File: src/rtl/nasp_pkg.sv
`timescale 1ns / 1ps
// shared types, constants and match tables for the antenna status parser
// no dependencies
package nasp_pkg;

  localparam int unsigned PQTM_LEN = 18;
  localparam int unsigned KEY_LEN  = 10;
  localparam int unsigned MAG_W    = 10;
  localparam logic [MAG_W-1:0] MAG_CAP = 10'd1023;

  localparam logic [7:0] CHAR_LF     = 8'd10;
  localparam logic [7:0] CHAR_CR     = 8'd13;
  localparam logic [7:0] CHAR_NUL    = 8'd0;
  localparam logic [7:0] CHAR_DOLLAR = "$";
  localparam logic [7:0] CHAR_STAR   = "*";
  localparam logic [7:0] CHAR_COMMA  = ",";
  localparam logic [7:0] CHAR_PLUS   = "+";
  localparam logic [7:0] CHAR_MINUS  = "-";

  // held antenna status codes
  localparam logic [2:0] ANT_UNKNOWN = 3'd0;
  localparam logic [2:0] ANT_OPEN    = 3'd1;
  localparam logic [2:0] ANT_SHORT   = 3'd2;
  localparam logic [2:0] ANT_OK      = 3'd3;
  localparam logic [2:0] ANT_OK_INT  = 3'd4;
  localparam logic [2:0] ANT_OK_EXT  = 3'd5;

  // sentence kinds
  localparam logic KIND_PQTM = 1'b0;
  localparam logic KIND_TXT  = 1'b1;

  // prefix flag bits
  localparam int unsigned FLAG_PQTM = 0;
  localparam int unsigned FLAG_TXT  = 1;
  localparam int unsigned FLAG_NUL  = 2;

  typedef enum logic [1:0] {
    PH_LEAD,
    PH_SIGN,
    PH_DIGIT,
    PH_DONE
  } atoi_phase_t;

  typedef struct packed {
    atoi_phase_t      phase;
    logic             neg;
    logic [MAG_W-1:0] mag;
  } atoi_upd_t;

  typedef struct packed {
    logic       upd;
    logic [2:0] state;
    logic       chg;
    logic       kind;
  } nasp_result_t;

  function automatic logic [7:0] pqtm_char(input logic [4:0] idx);
    logic [7:0] ch;
    case (idx)
      5'd0:  ch = "$";
      5'd1:  ch = "P";
      5'd2:  ch = "Q";
      5'd3:  ch = "T";
      5'd4:  ch = "M";
      5'd5:  ch = "A";
      5'd6:  ch = "N";
      5'd7:  ch = "T";
      5'd8:  ch = "E";
      5'd9:  ch = "N";
      5'd10: ch = "N";
      5'd11: ch = "A";
      5'd12: ch = "S";
      5'd13: ch = "T";
      5'd14: ch = "A";
      5'd15: ch = "T";
      5'd16: ch = "U";
      5'd17: ch = "S";
      default: ch = 8'd0;
    endcase
    return ch;
  endfunction

  // position 3..6 of the line against "TXT,"
  function automatic logic [7:0] txt_char(input logic [2:0] pos);
    logic [7:0] ch;
    case (pos)
      3'd3: ch = "T";
      3'd4: ch = "X";
      3'd5: ch = "T";
      3'd6: ch = ",";
      default: ch = 8'd0;
    endcase
    return ch;
  endfunction

  function automatic logic [7:0] key_char(input logic [3:0] idx);
    logic [7:0] ch;
    case (idx)
      4'd0: ch = "A";
      4'd1: ch = "N";
      4'd2: ch = "T";
      4'd3: ch = "S";
      4'd4: ch = "T";
      4'd5: ch = "A";
      4'd6: ch = "T";
      4'd7: ch = "U";
      4'd8: ch = "S";
      4'd9: ch = "=";
      default: ch = 8'd0;
    endcase
    return ch;
  endfunction

  // kmp automaton for "ANTSTATUS=", only the "ANTSTA" state has a longer fallback
  function automatic logic [3:0] kmp_next(input logic [3:0] k, input logic [7:0] c);
    logic [3:0] nk;
    if (c == key_char(k)) begin
      nk = k + 4'd1;
    end else if (k == 4'd6 && c == "N") begin
      nk = 4'd2;
    end else if (c == "A") begin
      nk = 4'd1;
    end else begin
      nk = 4'd0;
    end
    return nk;
  endfunction

  // value words: 0 OK, 1 OPEN, 2 SHORT
  function automatic logic [7:0] val_char(input logic [1:0] i, input logic [2:0] p);
    logic [7:0] ch;
    ch = 8'd0;
    case (i)
      2'd0: begin
        case (p)
          3'd0: ch = "O";
          3'd1: ch = "K";
          default: ch = 8'd0;
        endcase
      end
      2'd1: begin
        case (p)
          3'd0: ch = "O";
          3'd1: ch = "P";
          3'd2: ch = "E";
          3'd3: ch = "N";
          default: ch = 8'd0;
        endcase
      end
      2'd2: begin
        case (p)
          3'd0: ch = "S";
          3'd1: ch = "H";
          3'd2: ch = "O";
          3'd3: ch = "R";
          3'd4: ch = "T";
          default: ch = 8'd0;
        endcase
      end
      default: ch = 8'd0;
    endcase
    return ch;
  endfunction

  function automatic logic [2:0] val_len(input logic [1:0] i);
    logic [2:0] n;
    case (i)
      2'd0: n = 3'd2;
      2'd1: n = 3'd4;
      2'd2: n = 3'd5;
      default: n = 3'd0;
    endcase
    return n;
  endfunction

  function automatic logic [2:0] val_code(input logic [1:0] i);
    logic [2:0] v;
    case (i)
      2'd0: v = ANT_OK;
      2'd1: v = ANT_OPEN;
      2'd2: v = ANT_SHORT;
      default: v = ANT_UNKNOWN;
    endcase
    return v;
  endfunction

endpackage

File: src/rtl/nasp_atoi_field.sv
`timescale 1ns / 1ps
// one character step of the atoi-style number reader for a comma field
// depends on nasp_pkg
module nasp_atoi_field
  import nasp_pkg::*;
(
  input  atoi_phase_t      phase,
  input  logic [7:0]       c,
  input  logic             neg,
  input  logic [MAG_W-1:0] mag,
  output atoi_upd_t        upd
);

  logic             is_dig;
  logic             is_ws;
  logic [MAG_W-1:0] digit;
  logic [13:0]      scaled;

  assign is_dig = (c >= "0") && (c <= "9");
  assign is_ws  = (c == " ") || (c == 8'd9) || (c == 8'd11) || (c == 8'd12);
  assign digit  = MAG_W'(c - "0");
  assign scaled = {1'b0, mag, 3'b000} + {3'b000, mag, 1'b0} + {10'd0, c[3:0]};

  // phase next
  always_comb begin
    upd.phase = phase;
    case (phase)
      PH_LEAD: begin
        if (is_ws) upd.phase = PH_LEAD;
        else if (c == CHAR_PLUS || c == CHAR_MINUS) upd.phase = PH_SIGN;
        else if (is_dig) upd.phase = PH_DIGIT;
        else upd.phase = PH_DONE;
      end
      PH_SIGN:  upd.phase = is_dig ? PH_DIGIT : PH_DONE;
      PH_DIGIT: upd.phase = is_dig ? PH_DIGIT : PH_DONE;
      PH_DONE:  upd.phase = PH_DONE;
      default:  upd.phase = PH_DONE;
    endcase
  end

  // sign and magnitude
  always_comb begin
    upd.neg = neg;
    upd.mag = mag;
    case (phase)
      PH_LEAD: begin
        if (!is_ws && c == CHAR_MINUS) upd.neg = 1'b1;
        else if (!is_ws && c != CHAR_PLUS && is_dig) upd.mag = digit;
      end
      PH_SIGN: begin
        if (is_dig) upd.mag = digit;
      end
      PH_DIGIT: begin
        // saturate at the cap
        if (is_dig) upd.mag = (scaled > 14'(MAG_CAP)) ? MAG_CAP : scaled[MAG_W-1:0];
      end
      default: begin
        upd.mag = mag;
      end
    endcase
  end

endmodule

File: src/rtl/nasp_line_parser.sv
`timescale 1ns / 1ps
// per-line parser state and the single-pass update for one character
// depends on nasp_pkg and nasp_atoi_field
module nasp_line_parser
  import nasp_pkg::*;
#(
  parameter int unsigned LINE_BYTES = 200
) (
  input  logic         clk,
  input  logic         rst,
  input  logic         step,
  input  logic [7:0]   c,
  output nasp_result_t result
);

  localparam int unsigned CNT_W = $clog2(LINE_BYTES);

  logic [CNT_W-1:0] line_count, line_count_next;
  logic [2:0]       flags, flags_next;
  logic [3:0]       kp, kp_next;
  logic [2:0]       vmask, vmask_next;
  logic [2:0]       vpos, vpos_next;
  logic [2:0]       cc, cc_next;
  logic             cstop, cstop_next;
  atoi_phase_t      phase, phase_next;
  logic [1:0]       seen, seen_next;
  logic [1:0]       neg, neg_next;
  logic [MAG_W-1:0] mag [2];
  logic [MAG_W-1:0] mag_next [2];
  logic [2:0]       held, held_next;

  logic             fsel;
  logic [2:0]       cc_inc;
  atoi_upd_t        aupd;
  logic             is_eol;
  logic [1:0]       fvalid;
  logic [2:0]       pro_tag, txt_tag;
  logic             pro_hit, txt_hit;

  assign fsel   = (cc == 3'd4);
  assign cc_inc = (cc < 3'd5) ? cc + 3'd1 : cc;
  assign is_eol = (c == CHAR_LF) || (c == CHAR_CR);

  nasp_atoi_field u_atoi (
    .phase (phase),
    .c     (c),
    .neg   (neg[fsel]),
    .mag   (mag[fsel]),
    .upd   (aupd)
  );

  // field reads as -1 when missing or negative nonzero
  always_comb begin
    for (int f = 0; f < 2; f++) begin
      fvalid[f] = seen[f] && !(neg[f] && mag[f] != '0);
    end
  end

  always_comb begin
    pro_tag = ANT_UNKNOWN;
    if (fvalid[0] && (mag[0] == 10'd0 || mag[0] == 10'd3)) begin
      pro_tag = ANT_OPEN;
    end else if (fvalid[0] && mag[0] == 10'd1) begin
      pro_tag = ANT_SHORT;
    end else if (fvalid[0] && mag[0] == 10'd2) begin
      if (fvalid[1] && mag[1] == 10'd2) pro_tag = ANT_OK_EXT;
      else if (fvalid[1] && mag[1] == 10'd1) pro_tag = ANT_OK_INT;
      else pro_tag = ANT_OK;
    end
  end

  always_comb begin
    txt_tag = ANT_UNKNOWN;
    for (int i = 0; i < 3; i++) begin
      if (vmask[i] && val_len(2'(i)) <= vpos) txt_tag = val_code(2'(i));
    end
  end

  assign pro_hit = (line_count > CNT_W'(PQTM_LEN)) && flags[FLAG_PQTM];
  assign txt_hit = (line_count > CNT_W'(6)) && flags[FLAG_TXT] && (kp >= 4'(KEY_LEN));

  always_comb begin
    line_count_next = line_count;
    flags_next      = flags;
    kp_next         = kp;
    vmask_next      = vmask;
    vpos_next       = vpos;
    cc_next         = cc;
    cstop_next      = cstop;
    phase_next      = phase;
    seen_next       = seen;
    neg_next        = neg;
    mag_next[0]     = mag[0];
    mag_next[1]     = mag[1];
    held_next       = held;
    result          = '0;
    result.state    = held;

    if (is_eol || line_count >= CNT_W'(LINE_BYTES - 1)) begin
      if (is_eol && pro_hit) begin
        result.upd  = 1'b1;
        result.kind = KIND_PQTM;
        result.chg  = (pro_tag != held);
        held_next   = pro_tag;
      end else if (is_eol && txt_hit) begin
        result.upd  = 1'b1;
        result.kind = KIND_TXT;
        result.chg  = (txt_tag != held);
        held_next   = txt_tag;
      end
      result.state = held_next;
      // line is emptied on end of line or on overflow
      line_count_next = '0;
      flags_next      = 3'b011;
      kp_next         = '0;
      vmask_next      = 3'b111;
      vpos_next       = '0;
      cc_next         = '0;
      cstop_next      = 1'b0;
      phase_next      = PH_DONE;
      seen_next       = '0;
      neg_next        = '0;
      mag_next[0]     = '0;
      mag_next[1]     = '0;
    end else begin
      if (line_count < CNT_W'(PQTM_LEN) && c != pqtm_char(line_count[4:0]))
        flags_next[FLAG_PQTM] = 1'b0;
      if (line_count == '0 && c != CHAR_DOLLAR)
        flags_next[FLAG_TXT] = 1'b0;
      if (line_count >= CNT_W'(3) && line_count <= CNT_W'(6) && c != txt_char(line_count[2:0]))
        flags_next[FLAG_TXT] = 1'b0;

      if (kp >= 4'(KEY_LEN)) begin
        if (vpos < 3'd5) begin
          for (int i = 0; i < 3; i++) begin
            if (val_len(2'(i)) > vpos && val_char(2'(i), vpos) != c) vmask_next[i] = 1'b0;
          end
          vpos_next = vpos + 3'd1;
        end
      end else if (!flags[FLAG_NUL]) begin
        if (c == CHAR_NUL) flags_next[FLAG_NUL] = 1'b1;
        else kp_next = kmp_next(kp, c);
      end

      if (!cstop) begin
        if (c == CHAR_STAR || c == CHAR_NUL) begin
          cstop_next = 1'b1;
        end else if (c == CHAR_COMMA) begin
          cc_next = cc_inc;
          if (cc_inc == 3'd3 || cc_inc == 3'd4) begin
            seen_next[cc_inc == 3'd4] = 1'b1;
            phase_next = PH_LEAD;
          end else begin
            phase_next = PH_DONE;
          end
        end else if (cc == 3'd3 || cc == 3'd4) begin
          phase_next      = aupd.phase;
          neg_next[fsel]  = aupd.neg;
          mag_next[fsel]  = aupd.mag;
        end
      end

      line_count_next = line_count + CNT_W'(1);
    end
  end

  always_ff @(posedge clk) begin
    if (rst) begin
      line_count <= '0;
      flags      <= 3'b011;
      kp         <= '0;
      vmask      <= 3'b111;
      vpos       <= '0;
      cc         <= '0;
      cstop      <= 1'b0;
      phase      <= PH_DONE;
      seen       <= '0;
      neg        <= '0;
      mag[0]     <= '0;
      mag[1]     <= '0;
      held       <= ANT_UNKNOWN;
    end else if (step) begin
      line_count <= line_count_next;
      flags      <= flags_next;
      kp         <= kp_next;
      vmask      <= vmask_next;
      vpos       <= vpos_next;
      cc         <= cc_next;
      cstop      <= cstop_next;
      phase      <= phase_next;
      seen       <= seen_next;
      neg        <= neg_next;
      mag[0]     <= mag_next[0];
      mag[1]     <= mag_next[1];
      held       <= held_next;
    end
  end

endmodule

File: src/rtl/nmea_antenna_status_parser_core.sv
`timescale 1ns / 1ps
// top level of the nmea antenna status parser: input register, parser, result register
// depends on nasp_pkg and nasp_line_parser
//
// usage
//   s_* channel takes one received nmea character per item in s_tdata
//   m_* channel gives exactly one result item for every input item, in order
//   a line ends on cr or lf; at that point a $PQTMANTENNASTATUS sentence or a
//   $xxTXT sentence with ANTSTATUS= updates the held antenna status (OK/OPEN/SHORT or unknown)
//   a character that would make the line LINE_BYTES long empties the line
// path
//   an accepted item is registered in the input register, processed in a single pass
//   as it moves into the result register and is then offered on m_tvalid
// throughput
//   one item per cycle while m_tready does not stall the result register; the only loop
//   is the per-line parser state, updated in a single pass from the registered character
// reset
//   rst (synchronous) empties the line, sets the held status to unknown and
//   drops any items in flight
// stall
//   while m_tready is low the result register holds; one more item waits in the
//   input register and then s_tready goes low until the result is taken
module nmea_antenna_status_parser_core
  import nasp_pkg::*;
#(
  parameter int unsigned LINE_BYTES = 200
) (
  input  logic       clk,
  input  logic       rst,
  input  logic       s_tvalid,
  output logic       s_tready,
  input  logic [7:0] s_tdata,   // [7:0] rx_byte
  output logic       m_tvalid,
  input  logic       m_tready,
  output logic [7:0] m_tdata,   // [0] status_updated, [3:1] antenna_state, [4] state_changed, [7:5] zero
  output logic       m_tuser    // [0] sentence_kind
);

  // input register
  logic         in_valid;
  logic [7:0]   in_byte;
  // result register
  nasp_result_t res;
  nasp_result_t res_next;
  // character moves from the input register into the parser and result register
  logic         advance;

  assign advance  = in_valid && (!m_tvalid || m_tready);
  assign s_tready = !in_valid || advance;

  always_ff @(posedge clk) begin
    if (rst) begin
      in_valid <= 1'b0;
    end else if (s_tready) begin
      in_valid <= s_tvalid;
    end
  end

  always_ff @(posedge clk) begin
    if (s_tvalid && s_tready) begin
      in_byte <= s_tdata;
    end
  end

  nasp_line_parser #(
    .LINE_BYTES (LINE_BYTES)
  ) u_parser (
    .clk    (clk),
    .rst    (rst),
    .step   (advance),
    .c      (in_byte),
    .result (res_next)
  );

  always_ff @(posedge clk) begin
    if (rst) begin
      m_tvalid <= 1'b0;
    end else if (advance) begin
      m_tvalid <= 1'b1;
    end else if (m_tready) begin
      m_tvalid <= 1'b0;
    end
  end

  always_ff @(posedge clk) begin
    if (advance) begin
      res <= res_next;
    end
  end

  assign m_tdata = {3'b000, res.chg, res.state, res.upd};
  assign m_tuser = res.kind;

  // a processed item always lands in the result register
  a_advance_fills: assert property (@(posedge clk) disable iff (rst)
    advance |=> m_tvalid)
    else $error("processed item did not reach the result register");

  // with an empty result register the input side never stalls
  a_empty_ready: assert property (@(posedge clk) disable iff (rst)
    !m_tvalid |-> s_tready)
    else $error("input stalled while result register empty");

  // a change or a txt kind is only reported together with an update
  a_flags_need_update: assert property (@(posedge clk) disable iff (rst)
    m_tvalid && (res.chg || res.kind) |-> res.upd)
    else $error("change or kind flagged without an update");

  // held status stays within the defined codes
  a_state_range: assert property (@(posedge clk) disable iff (rst)
    m_tvalid |-> res.state <= ANT_OK_EXT)
    else $error("antenna state out of range");

  // without an update the reported status repeats the held one
  a_no_update_holds: assert property (@(posedge clk) disable iff (rst)
    advance && !res_next.upd |-> res_next.state == u_parser.held)
    else $error("status moved without an update");

endmodule
File: config.mk
export PLATFORM = sky130hd
export DESIGN_NAME = nmea_antenna_status_parser_core
export DESIGN_NICKNAME = d
export VERILOG_FILES = /design/src/rtl/nasp_pkg.sv /design/src/rtl/nasp_atoi_field.sv /design/src/rtl/nasp_line_parser.sv /design/src/rtl/nmea_antenna_status_parser_core.sv
export SDC_FILE = /design/constraint.sdc
export NUM_CORES = 1
export LEC_CHECK = 0
export BUFFER_PORTS_ARGS = -buffer_cell sky130_fd_sc_hd__buf_2
export CAP_MARGIN = 20
export CORE_MARGIN = 3
export CORE_UTILIZATION = 68
export DETAILED_ROUTE_END_ITERATION = 8
export PLACE_DENSITY = 0.87
export SYNTH_ARGS = -nofsm -noshare
export SYNTH_HDL_FRONTEND = slang
export SYNTH_SLANG_ARGS = --single-unit
export TNS_END_PERCENT = 30
File: constraint.sdc
create_clock -name clk -period 9.6 [get_ports clk]
set_input_delay 2.88 -clock clk [delete_from_list [all_inputs] [get_ports clk]]
set_output_delay 2.88 -clock clk [all_outputs]
set_load 0.005 [all_outputs]
Word-level counts from Yosys, hierarchy flattened

Memories as Yosys holds them, arrays and structs flattened. A register that Yosys moved wholly into a read port is not among the register bits.
Cells that the tools add are included.

Flip-flop bits (word level): 50
Latch bits: 0
Memory bits (writable): 20
Memory bits (read-only): 336
Output and inout port bits: 11
Word-level logic and storage cells: 327
Memories kept: 3

Memory list:

| memory          | depth | bits a word | read ports | clocked after Yosys merged registers in | write ports | RTL line               | text |
|---|---|---|---|---|---|---|---|
| (no name shown) | 32    | 7           | 1          | 1                                       | 0           | nasp_pkg.sv:59         | `case (idx)` |
| (no name shown) | 16    | 7           | 1          | 1                                       | 0           | nasp_pkg.sv:98         | `case (idx)` |
| u_parser.mag    | 2     | 10          | 3          | 0                                       | 2           | nasp_line_parser.sv:28 | `logic [MAG_W-1:0] mag [2];` |

Add/sub/neg operators: 7
Multiply operators: 0
Divide/modulo/power cells: 0
Order comparisons: 24
Equal/unequal tests: 49
Shift operators: 0
Multiplexer cells: 131
Bitwise gates (word level): 5
Reduce and logical (&&, ||, !) cells: 86

Operators with widths:

| kind                                                  | number |
|---|---|
| two-way mux 8 bit                                     | 16 |
| two-way mux 20 bit                                    | 5 |
| two-way mux 3 bit                                     | 28 |
| two-way mux 10 bit                                    | 8 |
| two-way mux 2 bit                                     | 23 |
| equality test 8 x 4 -> 1 bit (second input constant)  | 5 |
| equality test 8 x 6 -> 1 bit (second input constant)  | 5 |
| inequality test 8 bit                                 | 5 |
| case mux 7 bit (5 select lines)                       | 1 |
| logical AND 1 bit                                     | 34 |
| two-way mux 4 bit                                     | 8 |
| equality test 10 x 2 -> 1 bit (second input constant) | 3 |
| case mux 10 bit (3 select lines)                      | 1 |
| two-way mux 1 bit                                     | 29 |
| case mux 7 bit (4 select lines)                       | 1 |
| AND reduction 4 bit                                   | 6 |
| case mux 7 bit (3 select lines)                       | 1 |
| bitwise mux 20 bit                                    | 1 |
| equality test 10 x 1 -> 1 bit (second input constant) | 2 |
| nonzero test 10 bit                                   | 2 |
| nonzero test 2 bit                                    | 10 |
| equality test 3 bit (second input constant)           | 6 |
| equality test 8 x 7 -> 1 bit (second input constant)  | 2 |
| logical NOT 8 bit                                     | 2 |
| 55 further kinds                                      | 98 |

Logic depth before layout (Yosys ltp)

Gate-level depths: netlist of the first run.

Depth in word-level cells: 17
Mapped depth: 16
Gate-level depth less buffers: 15

Cells and area by module

Synthesis of the first run repeated with hierarchy kept, for this count alone.

Cell total of the unflattened synthesis: 832
Area total of the unflattened synthesis: 6677.7 um^2

By module, submodules not included:

| module                          | times used | cells each | area an instance (um^2) | seq. area each (um^2) |
|---|---|---|---|---|
| nasp_line_parser                | 1          | 603        | 4700.8                  | 1561.5 |
| nasp_atoi_field                 | 1          | 201        | 1426.4                  | 0.0 |
| nmea_antenna_status_parser_core | 1          | 28         | 550.5                   | 460.4 |

Worst setup path before layout of the first run

No wires, ideal clock.

Kind: in2out
Start: in m_tready
End: out s_tready
Arrival: 3148 ps
Data required time: 6720 ps
Path slack: 3572 ps
Cell stages on the path: 2
Path buffers: 0
Cells stage by stage: nor2b_1 > nand2_1

Longest elaborated chain between the ends: 3

Ends and longest elaborated chain:

| element           | RTL line                              | text |
|---|---|---|
| start, declared   | nmea_antenna_status_parser_core.sv:34 | `input logic m_tready,` |
| logical OR 1 bit  | nmea_antenna_status_parser_core.sv:48 | `assign advance = in_valid && (!m_tvalid \|\| m_tready);` |
| logical AND 1 bit | nmea_antenna_status_parser_core.sv:48 |  |
| logical OR 1 bit  | nmea_antenna_status_parser_core.sv:49 | `assign s_tready = !in_valid \|\| advance;` |
| end, declared     | nmea_antenna_status_parser_core.sv:31 | `output logic s_tready,` |

No other way between the ends.

Final worst setup path of the first run

Same ends and word-level chain as after synthesis.

==> results of run 1 <==
==> final cells by class <==
class                           count  area, um^2  area share [%]
Clock buffer                        9         124            1.77
Clock inverter                      7        58.8           0.841
Inverter                           38         143            2.04
Multi-Input combinational cell    634        4340            62.1
Sequential cell                    84        2020            28.9
Tap cell                          129         161            2.31
Timing Repair Buffer               25         140            2.00
==> critical path: cells and delay by family <==
kind                   cells  cell delay, ns
buffers and inverters      2            0.24
AND/OR/NAND/NOR            2            0.34
==> kinds of logic after synthesis <==
group           after synthesis  synth area share, %
simple gates                296                 22.7
mux                          20                 3.19
fa+ha+maj                    49                 9.36
xor+xnor                     41                 5.35
compound gates              225                 23.9
flops                        84                 30.1
other cells                   1               0.0559
buf+inv                      83                 5.37
==> layout by cell type, fill, tap and decap left out, drive strengths merged, types with 7 or more instances in the layout <==
master,count
o211ai,9
nand4,15
nand3,29
a21oi,49
a31oi,9
nor2,69
dfxtp,50
o21ai,54
nor3,17
xor2,23
a21o,7
ha,47
nand2,75
a211oi,15
xnor2,18
nor4,16
buf,25
nor2b,11
o21a,7
clkbuf,9
and3,8
edfxtp,34
mux2,8
mux2i,12
inv,40
nand2b,11
a221oi,7
==> power groups by stage <==
stage	logic (mW)	registers [mW]	clock network, mW
finish	0.115	0.398	0.237
global route	0.125	0.400	0.254
CTS	0.112	0.397	0.238
detailed placement	0.111	0.406	0
global placement	0.105	0.405	0
floorplan	0.0899	0.398	0
==> Yosys cell counts (4+ instances only) <==
cell	count	area share (%)
o21ai_0	51	3.8
xor2_1	23	3.0
o22ai_1	5	0.47
nor2_1	69	3.9
o21a_1	7	0.78
buf_4	4	0.45
nor3b_1	4	0.45
a221oi_1	4	0.52
o41ai_1	4	0.52
a211o_1	4	0.52
and3_1	8	0.75
edfxtp_1	34	15
xnor2_1	18	2.3
nor2b_1	11	1.0
nor3_1	16	1.2
or4_1	4	0.45
o211ai_1	9	1.0
inv_1	38	2.1
nand2b_1	11	1.0
dfxtp_1	50	15
nand4b_1	6	0.78
nand2_1	74	4.1
mux2i_1	11	1.6
buf_2	9	0.67
nand3_1	28	2.1
nor4_1	16	1.5
a31oi_1	9	0.84
or2_2	5	0.47
a211oi_1	15	1.7
nand4_1	15	1.4
a21oi_1	49	3.7
ha_1	47	8.8
mux2_2	7	1.2
o21bai_1	4	0.45
o31a_1	4	0.52
clkbuf_1	27	1.5
a311oi_1	4	0.52
a21o_1	7	0.78
or3_1	6	0.56
and2_1	5	0.47
==> through the flow <==
| stage | hold WS [ns] | setup WS (ns) |
|---|---|---|
| finish | 0.467 | 3.25 |
| global route | 0.479 | 3.16 |
| CTS | 0.466 | 3.25 |
| detailed placement | 0.452 | 3.25 |
| global placement | 0.433 | 3.32 |
| floorplan | 0.417 | 3.57 |
==> worst paths after layout <==
path	end	slack, ns	depth (start not counted)
worst max register to register	u_parser.mag[0][5]$_SDFFCE_PP0P_	4.09	15
worst max-delay path	s_tready	3.25	4
worst min-delay path	u_parser.vmask[1]$_SDFFE_PP1P_	0.47	2
worst min register to register	u_parser.vmask[1]$_SDFFE_PP1P_	0.47	2
==> per-layer routing <==
layer | up-vias | wire, um | track usage [%]
li1 | 2952 | - | -
met1 | 2995 | 7280 | 42.7
met2 | 390 | 7990 | 51.2
met3 | 68 | 1930 | 6.25
met4 | 0 | 554 | 12.5
met5 | - | 0 | 0
==> flow_summary.toml, run 1 <==
[setup_path]
cp-startpoint = "m_tready"
start_kind = "input port"
path_class = "input port to output pin"
cp.arrival_ns = 3.47
cp_slowest_cell = "nor2b_1"
cp_slowest_stage_delay_ns = 0.24
cp_common_cell = "buf_2"
critPathRequiredTime_ns = 6.72
crit_chain = "buf_2 -> nor2b_1 -> nand2_1 -> buf_2"
reg2reg_from = "u_parser.cc[0]$_SDFFE_PP0P_"
end_kind = "output pin"
worst-path-max-fanout = 4

[global_routing]
grt_pass1_wl_um = 29200
track_usage_pct = 32.0
first_global_vias = 6020
grt_overflow_total = 0
grt_max_degree = 27
antenna_found_initial = 0

[clocking]
clock_path_buffers = 2
cts.htree.levels = 3
postCtsSetupBuffers = 0
clock_latency_ns = 0.37
cts_hold_buf = 0
cts.repair.resized = 0
cts_tree = "yes"
cts.reportedPaths.clkPinSlew_ns = 0.09
numCtsBuffers = 9
cts_root_buf = "clkbuf_8"
clock-sinks = 84

[timing]
final.period_utilization_pct = 66.1
worstMarginPinSlew_ns = 0.920
setup_viol = 0
finalMaxSlewViolations = 0
tns_ns = 0
slew-limit-headroom_pct = 38.4
min_period_ns = 6.35
max_freq_ghz = 0.158
rsz0062_at_grt = "false"
hold_viol_final = 0
finalClockSkew_ns = 0.0126

[detailed_routing]
drt_iter0_markers = 812
wirelength_um = 17800
vias_per_cell = 6.92
drc = 0
post_drt_wl_per_cell_um = 19.2
dr.pass1.iters = 7
num_vias = 6405
antenna_left = 0

[floorplanning]
die-area_um2 = 11100
core-area_um2 = 9420
start_util_pct = 71.3
ioPinCount = 23
fp.dieH_um = 105
dieWidth_um = 105
rows = 35

[synthesis]
syn_area_per_cell_um2 = 8.40
seq_area_frac_synth_pct = 30.1
synth_ff_type = "dfxtp_1"
synth_edf_count = 34
ys_types = 91
ys_seq_elements = 84
synth_cells = 799
yosys_warnings = 0
async_flop_share_pct = 0
syn_area_um2 = 6710

[power]
power_leakage_nw = 2.80
switching_share_pct = 30.1
power_uw = 751
power_frac_clock_pct = 31.6
p_comb_share_pct = 15.3
switchingPower_uw = 226
p_per_area_nw_per_um2 = 107
internal_power_uw = 525
irDropWorstVdd_mv = 0.0998
seq_power_share_pct = 53.0

[flow_run]
drv_cap = 0

[finish]
antennaDiodeCount = 0
post-route-util_pct = 74.3
num-fill-cells = 696
nNetsFinal = 853
fin_area_um2 = 6990
syn_to_final_growth_pct = 4.18
drive_gt1_share_pct = 9.66
fin_cells = 926

[placed_design]
place_inst = 910
dp_hpwl_um = 13100
dpl_cell_area_um2 = 6810
gp_congestion = 0.999
portBuffers = 19

[run_status]
outcome = "completed"

[min_path]
hold_path.class = "register to register"
hold_start = "u_parser.vmask[1]$_SDFFE_PP1P_"
(Power assumes the default switching activity.)
==> run 2: changes to the inputs <==
CORE_UTILIZATION = 57   (was 68)
PLACE_DENSITY = 0.78   (was 0.87)
clock period = 5.6 ns   (was 9.6 ns; I/O delays follow)
==> run 2 against run 1 <==
Against the previous run:
- via count shrank 1.2%
- worst setup slack lost 2.6 ns
- non-clock buffer count grew 2
- power grew 110%
- global-route usage shrank 4.3 points
- sequential power grew 71%
- first-iteration DRC count shrank 17%
==> flow_summary.toml, run 2 (synthesis results as in run 1) <==
[run_status]
outcome = "completed"

[setup_path]
path_class = "register to register"
crit_chain = "inv_1 -> ha_1 -> and2_1 -> mux2i_1 -> fa_1 -> inv_1 -> ha_1 -> a211oi_1 -> o21bai_1 -> a311oi_1 -> mux2i_2 -> nand3_1 -> a221oi_2 -> a211oi_1"
start_kind = "register"
end_kind = "register"
critPathRequiredTime_ns = 5.68
worst-path-max-fanout = 15
cp_slowest_stage_delay_ns = 0.53
cp_slowest_cell = "a311oi_1"
cp.arrival_ns = 4.99

[timing]
hold_viol_final = 0
tns_ns = 0
setup_ws_ns = 0.691
slew-limit-headroom_pct = 44.5
setup_viol = 0
final.period_utilization_pct = 87.7
max_freq_ghz = 0.204
worstMarginPinSlew_ns = 0.833
rsz0062_at_grt = "false"
fin_hold_ws_ns = 0.450
min_period_ns = 4.91
finalMaxSlewViolations = 0
finalClockSkew_ns = 0.00697

[detailed_routing]
post_drt_wl_per_cell_um = 19.0
wl_met3_um = 1610
wirelength_um = 17900
wl_met1_um = 7450
num_vias = 6327
antenna_left = 0
drt_iter0_markers = 670
drc = 0
dr.pass1.iters = 6
vias_per_cell = 6.72
dr.max_layer_used = "met4"
dr_wl_met2_um = 8310

[finish]
nNetsFinal = 855
mostFrequentLayoutCell = "nand2_1"
syn_to_final_growth_pct = 6.92
most-common-layout-cells = "nand2_1, nor2_1, o21ai_0"
drive_gt1_share_pct = 9.89
fin_area_um2 = 7180
antennaDiodeCount = 0
num-fill-cells = 966

[floorplanning]
core-area_um2 = 11500
die-area_um2 = 13100
fp.dieH_um = 115
rows = 39
start_util_pct = 58.5
ioPinCount = 23
dieWidth_um = 115

[clocking]
cts_tree = "yes"
cts.repair.resized = 0
cts_root_buf = "clkbuf_16"
cts.reportedPaths.clkPinSlew_ns = 0.06
clock_path_buffers = 2
clock_latency_ns = 0.35
cts.htree.levels = 3
postCtsSetupBuffers = 0
clock-sinks = 84
cts_hold_buf = 0
numCtsBuffers = 9

[flow_run]
drv_cap = 0

[power]
p_per_area_nw_per_um2 = 214
power_leakage_nw = 2.88
power_mw = 1.54
irDropWorstVdd_mv = 0.183

[min_path]
hold_path.class = "register to register"

[global_routing]
first_global_vias = 5943
grt_max_degree = 27
antenna_found_initial = 0
grt_pass1_wl_um = 29200
grt_overflow_total = 0
track_usage_pct = 27.7

[placed_design]
portBuffers = 19
gp_congestion = 0.962
dp_hpwl_um = 13200
dpl_cell_area_um2 = 6840
dp_slack_ns = 0.814
run 2: cell types whose count changed in the layout (fill, tap and decap cells not counted), sizes merged:
cell | previous run | this run
buf | 25 | 27
bufinv | 0 | 2
clkinvlp | 1 | 0
clkinv | 4 | 3
inv | 40 | 39
clkbuf | 9 | 10
run 2: final timing paths:
path / startpoint / cells past startpoint / endpoint / slack, ns
setup reg to reg: u_parser.cc[0]$_SDFFE_PP0P_ / 14 / u_parser.mag[1][5]$_SDFFCE_PP0P_ / 0.69
hold reg to reg: u_parser.vmask[1]$_SDFFE_PP1P_ / 2 / u_parser.vmask[1]$_SDFFE_PP1P_ / 0.45
setup / recovery: u_parser.cc[0]$_SDFFE_PP0P_ / 14 / u_parser.mag[1][5]$_SDFFCE_PP0P_ / 0.69
hold / removal: u_parser.vmask[1]$_SDFFE_PP1P_ / 2 / u_parser.vmask[1]$_SDFFE_PP1P_ / 0.45
run 2: through the flow:
| stage | util, % | instances |
|---|---|---|
| after global placement | 59.6 | 925 |
| final | 62.6 | 942 |
| after CTS | 62.5 | 941 |
| after floorplan | - | 801 |
| after detailed placement | 59.6 | 925 |
| after global routing | 62.6 | 942 |
run 2: layer usage:
metal  track usage, %  vias up
met3             5.44       65
met5                0        -
met4             11.9        0
met1             36.0     2949
met2             44.7      357
li1                 -     2956
run 2: cell type report:
| cell class | count | area (um^2) | area share [%] |
|---|---|---|---|
| well taps | 143 | 179 | 2.49 |
| flip-flops and latches | 84 | 2020 | 28.2 |
| multi-input cells | 634 | 4340 | 60.5 |
| inverters | 38 | 143 | 1.99 |
| clock inverters | 6 | 83.8 | 1.17 |
| repair buffers | 27 | 155 | 2.16 |
| clock buffers | 10 | 250 | 3.49 |
run 2: critical path: cells and delay by family (launching register included):
kind            cells  cell delay [ns]
compound gates      5             1.40
mux                 2             0.94
simple gates        2             0.67
flops               1             0.36
fa+ha+maj           3             0.99
buf+inv             2             0.29
run 2: report_power, final:
group / switching [mW] / total, mW / internal [mW] / leakage (nW)
clock: 0.242 / 0.659 / 0.416 / 0.168
combinational: 0.123 / 0.200 / 0.0766 / 1.97
sequential: 0.0238 / 0.681 / 0.657 / 0.747
